<file path="src/sv/svpwm_pkg.sv">
// ----------------------------------------------------------------------------
// svpwm_pkg
// shared widths, constants, codes and types of the space vector pwm block
// ----------------------------------------------------------------------------
`default_nettype none

package svpwm_pkg;

    localparam int V_W     = 16;
    localparam int U_W     = 15;
    localparam int T_W     = 16;
    localparam int CNT_W   = 16;
    localparam int CFG_W   = 16;
    localparam int IDX_W   = 2;
    localparam int MA_W    = 34;
    localparam int PROJ_W  = 26;
    localparam int SUM_W   = PROJ_W + 1;
    localparam int PT_W    = PROJ_W + T_W + 1;
    localparam int K_W     = PT_W + 18;
    localparam int DIV_NW  = PT_W + 16;
    localparam int DIV_DW  = SUM_W;
    localparam int DIV_QW  = DIV_NW + 1;
    localparam int DIV_LAT = DIV_NW + 2;
    localparam int TW      = 64;

    localparam logic signed [17:0] SQRT3_Q16   = 18'sd113512;
    localparam logic signed [17:0] SQRT3_2_Q16 = 18'sd56756;

    localparam logic [U_W-1:0] BUS_RST    = 15'd6144;
    localparam logic [T_W-1:0] PERIOD_RST = 16'd8400;

    localparam logic [IDX_W-1:0] REG_BUS    = 2'd0;
    localparam logic [IDX_W-1:0] REG_PERIOD = 2'd1;

    // sign code: bit 0 axis a, bit 1 axis b, bit 2 axis c
    localparam logic [2:0] CODE_NONE = 3'd0;
    localparam logic [2:0] CODE_A    = 3'd1;
    localparam logic [2:0] CODE_B    = 3'd2;
    localparam logic [2:0] CODE_AB   = 3'd3;
    localparam logic [2:0] CODE_C    = 3'd4;
    localparam logic [2:0] CODE_AC   = 3'd5;
    localparam logic [2:0] CODE_BC   = 3'd6;
    localparam logic [2:0] CODE_ALL  = 3'd7;

    localparam logic [2:0] SEC_1 = 3'd1;
    localparam logic [2:0] SEC_2 = 3'd2;
    localparam logic [2:0] SEC_3 = 3'd3;
    localparam logic [2:0] SEC_4 = 3'd4;
    localparam logic [2:0] SEC_5 = 3'd5;
    localparam logic [2:0] SEC_6 = 3'd6;

    typedef struct packed {
        logic                     valid;
        logic [2:0]               code;
        logic [2:0]               sector;
        logic signed [PROJ_W-1:0] px;
        logic signed [PROJ_W-1:0] py;
    } proj_t;

    typedef struct packed {
        logic       valid;
        logic [2:0] code;
        logic [2:0] sector;
        logic       sum_pos;
    } side_t;

endpackage

`default_nettype wire

</file>
<file path="src/sv/svpwm_proj.sv">
// ----------------------------------------------------------------------------
// svpwm_proj
// three-stage axis projection, sign code, sector and active vector pick
// ----------------------------------------------------------------------------
`default_nettype none

module svpwm_proj
    import svpwm_pkg::*;
(
    input  wire logic                    clk,
    input  wire logic                    rst_n,
    input  wire logic                    en,
    input  wire logic                    valid,
    input  wire logic signed [V_W-1:0]   v_alpha,
    input  wire logic signed [V_W-1:0]   v_beta,
    output proj_t                        proj
);

    logic                     v1_reg;
    logic signed [MA_W-1:0]   ma_reg;
    logic signed [MA_W-1:0]   bs_reg;
    logic signed [PROJ_W-1:0] pa1_reg;

    logic                     v2_reg;
    logic signed [PROJ_W-1:0] pa_reg;
    logic signed [PROJ_W-1:0] pb_reg;
    logic signed [PROJ_W-1:0] pc_reg;

    proj_t                    proj_reg;
    proj_t                    proj_next;

    logic signed [MA_W-1:0]   mb_diff;
    logic signed [MA_W-1:0]   mc_diff;

    assign mb_diff = ma_reg - bs_reg;
    assign mc_diff = -ma_reg - bs_reg;

    always_comb
    begin
        proj_next.valid  = v2_reg;
        proj_next.code   = {pc_reg > 0, pb_reg > 0, pa_reg > 0};
        proj_next.sector = SEC_5;
        proj_next.px     = pb_reg;
        proj_next.py     = pc_reg;
        case (proj_next.code)
            CODE_A:
            begin
                proj_next.sector = SEC_2;
                proj_next.px     = -pc_reg;
                proj_next.py     = -pb_reg;
            end
            CODE_B:
            begin
                proj_next.sector = SEC_6;
                proj_next.px     = -pb_reg;
                proj_next.py     = -pa_reg;
            end
            CODE_AB:
            begin
                proj_next.sector = SEC_1;
                proj_next.px     = pc_reg;
                proj_next.py     = pa_reg;
            end
            CODE_C:
            begin
                proj_next.sector = SEC_4;
                proj_next.px     = -pa_reg;
                proj_next.py     = -pc_reg;
            end
            CODE_AC:
            begin
                proj_next.sector = SEC_3;
                proj_next.px     = pa_reg;
                proj_next.py     = pb_reg;
            end
            default:
            begin
                proj_next.sector = SEC_5;
                proj_next.px     = pb_reg;
                proj_next.py     = pc_reg;
            end
        endcase
    end

    always_ff @(posedge clk or negedge rst_n)
    begin
        if (!rst_n)
        begin
            v1_reg   <= 1'b0;
            v2_reg   <= 1'b0;
            proj_reg <= '0;
        end
        else if (en)
        begin
            v1_reg   <= valid;
            v2_reg   <= v1_reg;
            proj_reg <= proj_next;
        end
    end

    always_ff @(posedge clk)
    begin
        if (en)
        begin
            ma_reg  <= MA_W'(v_alpha * SQRT3_2_Q16);
            bs_reg  <= MA_W'($signed({v_beta, 15'b0}));
            pa1_reg <= PROJ_W'($signed({v_beta, 8'b0}));
            pa_reg  <= pa1_reg;
            pb_reg  <= mb_diff[MA_W-1:8];
            pc_reg  <= mc_diff[MA_W-1:8];
        end
    end

    assign proj = proj_reg;

endmodule

`default_nettype wire

</file>
<file path="config.mk">
export PLATFORM = sky130hd
export DESIGN_NAME = svpwm_proj
export DESIGN_NICKNAME = d
export VERILOG_FILES = /design/src/sv/svpwm_pkg.sv /design/src/sv/svpwm_proj.sv
export SDC_FILE = /design/constraint.sdc
export NUM_CORES = 1
export LEC_CHECK = 0
export BUFFER_PORTS_ARGS = -buffer_cell sky130_fd_sc_hd__buf_2
export CAP_MARGIN = 25
export CORE_ASPECT_RATIO = 1.75
export CORE_MARGIN = 2
export CORE_UTILIZATION = 55
export DETAILED_ROUTE_END_ITERATION = 16
export HOLD_SLACK_MARGIN = 0.03
export PLACE_DENSITY_LB_ADDON = 0.12
export SYNTH_ARGS = -nofsm -noshare
export SYNTH_HDL_FRONTEND = slang
export SYNTH_SLANG_ARGS = --single-unit
</file>
<file path="constraint.sdc">
create_clock -name clk -period 6.5 [get_ports clk]
set_input_delay 0.65 -clock clk [delete_from_list [all_inputs] [get_ports clk]]
set_output_delay 0.65 -clock clk [all_outputs]
set_load 0.005 [all_outputs]
</file>
-- Yosys cells after proc, flatten, opt, wreduce, memory -nomap -nowiden
Cells that the tools add are included.
- input bits: 36
- output and inout port bits: 59
- word-level logic and storage cells: 29
- register bits: 193
- $mul: 1
- magnitude comparators: 3
- $add $sub $neg: 6
- equality and inequality tests: 5
- muxes and demuxes: 1
- operators with widths (cell ; count):
    $pmux 55 s5 ; 1
    $sub 34x31->34 ; 2
    $gt 26x1->1 const B ; 2
    $neg 26->26 ; 2
    $neg 34->34 ; 1
    $mul 16x15->31 const B ; 1
    $neg 24->26 ; 1
    $gt 24x1->1 const B ; 1
    $eq 3x2->1 const B ; 2
    $eq 3x3->1 const B ; 2
    $eq 3x1->1 const B ; 1

-- Logic depth before layout (Yosys ltp)
Gate-level depths: netlist of the first run.
- word-level depth: 3
- depth in mapped cells: 22
- mapped depth without buffers: 22

-- Least setup slack after synthesis of the first run
No wires, ideal clock.
- path type: in2reg
- start point: input v_alpha[5]
- end point: register ma_reg[31] (data pin)
- data arrival time: 5.649 ns
- setup time: 0.207 ns
- required time: 6.293 ns
- stages: 20
- setup slack: 0.643 ns
- buffers on the path: 0
- cells stage by stage: ha_1 > fa_1 > inv_1 > fa_1 > inv_1 > fa_1 > fa_1 > inv_1 > fa_1 > inv_1 > ha_1 > a21oi_1 > nor2b_1 > o21ai_0 > nand2b_1 > o31a_1 > o311ai_0 > a21oi_1 > mux2i_1 > a2111oi_0
- word-level cells in the longest chain between the ends: 1
- RTL lines (what ; line ; text):
    from (decl) ; svpwm_proj.sv:14 ; input wire logic signed [V_W-1:0] v_alpha,
    $mul 16x15->31 ; svpwm_proj.sv:105 ; ma_reg <= MA_W'(v_alpha * SQRT3_2_Q16);
    to (signal assigned) ; svpwm_proj.sv:105 ;
    to (decl) ; svpwm_proj.sv:20 ; logic signed [MA_W-1:0] ma_reg;
No other way between the ends.
A chain may end at the register's enable or synchronous reset.

-- Final worst setup path of the first run
- start point: input v_alpha[5]
- end point: register ma_reg[29] (data pin)
Same word-level chain as after synthesis.

==> results.sh, run 1 <==
export IMPL_slew_violations=0
export IMPL_max_cap_violations=0
export IMPL_r2r_cells=13
export IMPL_max_slew_margin_rel_pct=42.4
export IMPL_synth_cell_types=83
export IMPL_synth_cells=1877
export IMPL_cts_tree="yes"
export IMPL_hp_class="in2async"
export IMPL_yosys_warnings=0
export IMPL_arrival_ns=6.26
export IMPL_slowest_stage="fa_1"
export IMPL_vias=14100
export IMPL_timing_final_crit_period_ns=6.03
export IMPL_critical_path_required_ns=6.73
export IMPL_track_usage_pct=29.1
export IMPL_fin_worst_skew_ns=0.0112
export IMPL_reg2reg_from="pa_reg[15]"
export IMPL_die_w_um=138
export IMPL_area_growth_pct=8.39
export IMPL_finalSetupViolCount=0
export IMPL_worstSetupPathType="in2reg"
export IMPL_clock_latency_ns=0.45
export IMPL_ctsHoldBuffers=0
export IMPL_fin_crit_sh_pct=92.7
export IMPL_largest_reg_flops=59
export IMPL_clock_sinks=176
export IMPL_portBuffers=94
export IMPL_cts_setup_buffers=0
export IMPL_final_common_cell="inv_1"
export IMPL_path_delay_family="adder cells"
export IMPL_gp_congestion=0.948
export IMPL_worstMarginPinSlew_ns=0.861
export IMPL_synth_seq_area_share_pct=28.6
export IMPL_critPathLaunchType="primary input"
export IMPL_fin_tns_setup_ns=0
export IMPL_numCtsBuffers=17
export IMPL_async_flop_share_pct=34.7
export IMPL_antenna_found_initial=7
export IMPL_dpl_cell_area_um2=18300
export IMPL_rsz0062_at_grt="no"
export IMPL_drc=0
export IMPL_synth_edf_count=115
export IMPL_layout_drive_gt1_share_pct=9.60
export IMPL_row_count=86
export IMPL_syn_avg_cell_area_um2=9.27
export IMPL_fin_area_um2=18900
export IMPL_timing_critical_path_mode_cell="fa_1"
export IMPL_grt_pass1_vias=14100
export IMPL_dp_hpwl_mm=39.0
export IMPL_final_hold_viol_count=0
export IMPL_fmax_ghz=0.166
export IMPL_cts_resized=0
export IMPL_r2r_end="proj[35]"
export IMPL_cts_root_buf="clkbuf_16"
export IMPL_setup_worst_path_end_class="flip-flop"
export IMPL_firstDrtPassIters=6
export IMPL_syn_cell_area_um2=17400
export IMPL_grt_pass1_wl_mm=74.8
export IMPL_cp_num_buf_inv=5
export IMPL_reg2reg_slack_ns=2.22
export IMPL_critPathMaxFanout=5
export IMPL_wire_per_inst_um=20.3
export IMPL_dr_first_iter_drc_count=1103
export IMPL_overflow=0
export IMPL_grt_max_degree=112
export IMPL_syn_nets=2210
export IMPL_status="complete, no violations"
export IMPL_cpPeakStageDelay_ns=0.54
export IMPL_cts_max_path_buffers=2
export IMPL_final_cell_mix="inv_1, ha_1, nor2_1, a21oi_1, edfxtp_1"
export IMPL_die_y_um=239
export IMPL_core_area_um2=31300
export IMPL_ios=95
export IMPL_cts_clk_slew_worst_paths_ns=0.07
export IMPL_dieArea_um2=33100
export IMPL_ant_nets=0
export IMPL_start_util_pct=55.6
export IMPL_routed_via_density=5.97
export IMPL_path_cells="buf_2, ha_1, fa_1, inv_1, fa_1, inv_1, fa_1, fa_1, inv_1, fa_1, inv_1, ha_1, a21oi_1, nor2b_1, o21ai_0, nand2b_1, o31a_1, o31ai_1, a21boi_0, or4_1, o311ai_0"
export IMPL_cts_max_level=4
export IMPL_synthFlopType="edfxtp_1"
export IMPL_synth_seq_cells=176
export IMPL_wirelength_mm=47.9
export IMPL_layout_nets=2278
-- cells in the mapped netlist (26+ instances only) --
cell | instances | area share (%)
a21oi_1 | 148 | 4.3
o21ai_0 | 91 | 2.6
nor2_1 | 162 | 3.5
xnor2_1 | 88 | 4.4
edfxtp_1 | 115 | 20
clkbuf_1 | 54 | 1.2
inv_1 | 270 | 5.8
dfrtp_1 | 61 | 8.8
a21o_1 | 26 | 1.1
nor3_1 | 47 | 1.4
nand2_1 | 97 | 2.1
xor2_1 | 57 | 2.9
fa_1 | 114 | 13
ha_1 | 183 | 13
-- metrics by stage --
step	hold WS [ns]	util (%)	instances	setup WS [ns]
after global routing	0.361	60.2	2355	0.227
final	0.340	60.2	2358	0.473
after floorplan	0.354	-	1877	0.643
after global placement	0.456	58.4	2321	0.216
after detailed placement	0.458	58.4	2322	0.0471
after CTS	0.346	60.2	2354	0.536
-- area by class of cell --
class | instances | area, µm²
clock inverters | 14 | 131
multi-input cells | 1359 | 11100
diodes | 4 | 10.0
fillers | 2735 | 12500
flip-flops and latches | 176 | 4980
clock buffers | 18 | 429
inverters | 271 | 1020
well taps | 396 | 495
repair buffers | 120 | 671
-- cell families (layout without fill, tap and decap cells) --
kind of cell | count (synthesis) | count (layout) | synth area share [%]
compound gates | 462 | 462 | 16.9
simple gates | 434 | 434 | 12.0
buf+inv | 342 | 423 | 7.57
fa+ha+maj | 298 | 298 | 26.3
flops | 176 | 176 | 28.6
xor+xnor | 145 | 145 | 7.30
mux | 20 | 20 | 1.25
other cells | 0 | 4 | 0
-- metal layers --
layer / global-route usage (%) / vias up / routed length [µm]
met5: 0 / - / 33
met4: 17.5 / 6 / 3110
met3: 3.72 / 152 / 2160
met2: 57.8 / 538 / 26600
met1: 28.3 / 6708 / 16000
li1: - / 6676 / -
-- worst max path at each step --
stage	startpoint	end	slack (ns)	depth (start not counted)
floorplan	v_alpha[5]	ma_reg[31]	0.64	20
global placement	v_alpha[6]	ma_reg[29]	0.22	21
detailed placement	v_alpha[5]	ma_reg[29]	0.05	21
CTS	v_alpha[5]	ma_reg[29]	0.54	21
global route	v_alpha[2]	ma_reg[31]	0.23	20
finish	v_alpha[5]	ma_reg[29]	0.47	21
Power of run 1 is not shown: default switching activity piles up to over one toggle a cycle in this logic, so the estimate is an artifact.
==> run 2: changes to the inputs <==
--- a/config.mk
+++ b/config.mk
@@ -12,7 +12,8 @@
 export CORE_UTILIZATION = 55
 export DETAILED_ROUTE_END_ITERATION = 16
 export HOLD_SLACK_MARGIN = 0.03
-export PLACE_DENSITY_LB_ADDON = 0.12
+export PLACE_DENSITY = 0.73
+export SKIP_LAST_GASP = 1
 export SYNTH_ARGS = -nofsm -noshare
 export SYNTH_HDL_FRONTEND = slang
 export SYNTH_SLANG_ARGS = --single-unit
==> constraint.sdc (replaced) <==
create_clock -name clk -period 6.5 [get_ports clk]
set_input_delay 0.65 -clock clk [delete_from_list [all_inputs] [get_ports clk]]
set_output_delay 0.65 -clock clk [all_outputs]
set_load 0.05 [all_outputs]
==> run 2 against run 1 <==
Sequential share of layout area hardly changed; wire length is 0.43% higher; register-to-register slack worse by 0.21 ns; setup slack better by 0.15 ns.
==> results.sh, run 2 (same netlist as run 1, synthesis figures left out) <==
export IMPL_arrival_ns=6.12
export IMPL_die_y_um=239
export IMPL_ios=95
export IMPL_cts_max_level=4
export IMPL_cts_root_buf="clkbuf_16"
export IMPL_vias=14100
export IMPL_track_usage_pct=29.0
export IMPL_fin_worst_skew_ns=0.0106
export IMPL_row_count=86
export IMPL_worstMarginPinSlew_ns=0.821
export IMPL_final_cell_mix="inv_1, ha_1, nor2_1, a21oi_1, edfxtp_1"
export IMPL_grt_max_degree=113
export IMPL_dieArea_um2=33100
export IMPL_fin_crit_sh_pct=90.4
export IMPL_firstDrtPassIters=7
export IMPL_portBuffers=94
export IMPL_cpPeakStageDelay_ns=0.54
export IMPL_timing_final_crit_period_ns=5.88
export IMPL_setup_worst_path_end_class="flip-flop"
export IMPL_fin_util_pct=60.2
export IMPL_hp_class="in2async"
export IMPL_top_layer_used="met5"
export IMPL_finalSetupViolCount=0
export IMPL_antenna_found_initial=6
export IMPL_drc=0
export IMPL_grt_pass1_wl_mm=74.4
export IMPL_route_met3_wl_mm=2.02
export IMPL_wl_met2_mm=26.2
export IMPL_cts_setup_buffers=0
export IMPL_wirelength_mm=48.1
export IMPL_rsz0062_at_grt="no"
export IMPL_max_cap_violations=0
export IMPL_cp_num_buf_inv=5
export IMPL_area_growth_pct=8.30
export IMPL_slew_violations=0
export IMPL_cts_resized=0
export IMPL_layout_nets=2275
export IMPL_core_area_um2=31300
export IMPL_ant_nets=0
export IMPL_fmax_ghz=0.170
export IMPL_dr_first_iter_drc_count=909
export IMPL_path_cells="buf_2, ha_1, fa_1, inv_1, fa_1, inv_1, fa_1, fa_1, inv_1, fa_1, inv_1, ha_1, a21oi_1, nor2b_1, o21ai_0, nand2b_1, o31a_1, o31ai_1, a21boi_0, or4_1, o311ai_0"
export IMPL_fin_tns_setup_ns=0
export IMPL_routed_via_density=5.98
export IMPL_critical_path_required_ns=6.75
export IMPL_gp_congestion=0.968
export IMPL_path_delay_family="adder cells"
export IMPL_layout_drive_gt1_share_pct=9.41
export IMPL_cts_max_path_buffers=2
export IMPL_clock_latency_ns=0.46
export IMPL_start_util_pct=55.6
export IMPL_cts_clk_slew_worst_paths_ns=0.07
export IMPL_final_hold_viol_count=0
export IMPL_status="complete, no violations"
export IMPL_numCtsBuffers=17
export IMPL_largest_reg_flops=59
export IMPL_worstSetupPathType="in2reg"
export IMPL_max_slew_margin_rel_pct=44.8
export IMPL_die_w_um=138
export IMPL_wire_per_inst_um=20.5
export IMPL_overflow=0
export IMPL_dp_hpwl_mm=38.8
export IMPL_cts_tree="yes"
export IMPL_timing_critical_path_mode_cell="fa_1"
export IMPL_nFillCells=2733
export IMPL_clock_sinks=176
export IMPL_grt_pass1_vias=14100
export IMPL_ctsHoldBuffers=0
export IMPL_critPathLaunchType="primary input"
export IMPL_wirelength_met1_mm=16.1
export IMPL_final_common_cell="inv_1"
export IMPL_critPathMaxFanout=5
export IMPL_slowest_stage="fa_1"
## run 2: changes by cell type in the layout (fill, tap and decap cells not counted), sizes merged
cell | before | now
buf | 119 | 116
bufinv | 1 | 0
clkinv | 7 | 8
clkinvlp | 3 | 1
diode | 4 | 1
inv | 274 | 276
## run 2: through the flow
stage | setup slack [ns] | instance area (µm²) | hold WS (ns) | instances
floorplan | 0.643 | 17400 | 0.354 | 1877
global placement | 0.233 | 18200 | 0.441 | 2317
detailed placement | 0.146 | 18300 | 0.440 | 2319
CTS | 0.617 | 18800 | 0.351 | 2351
global route | 0.299 | 18800 | 0.361 | 2351
finish | 0.621 | 18800 | 0.333 | 2352
## run 2: per-layer routing
layer	global-route usage [%]	vias up
met1	28.5	6688
met2	56.0	532
met5	0	-
li1	-	6637
met3	3.38	197
met4	20.2	8
## run 2: final cells by class
cell class | count | area [µm²] | share of cell area [%]
Inverter | 271 | 1020 | 5.40
Timing Repair Buffer | 117 | 652 | 3.46
Antenna cell | 1 | 2.50 | 0.0133
Clock buffer | 18 | 429 | 2.28
Sequential cell | 176 | 4980 | 26.4
Tap cell | 396 | 495 | 2.63
Multi-Input combinational cell | 1359 | 11100 | 59.0
Clock inverter | 14 | 146 | 0.777
## run 2: final timing paths
kind	startpoint	to	slack, ns	depth (start not counted)
setup / recovery	v_alpha[5]	ma_reg[29]	0.62	21
hold / removal	rst_n	proj[4]	0.33	2
min in group clk	v_beta[0]	pa1_reg[8]	0.36	1
setup reg to reg	pc_reg[0]	proj[15]	2.01	12
hold reg to reg	pa1_reg[10]	pa_reg[10]	0.46	0
max in group asynchronous	rst_n	proj[24]	5.62	2
Power of run 2 is left out for the same reason.
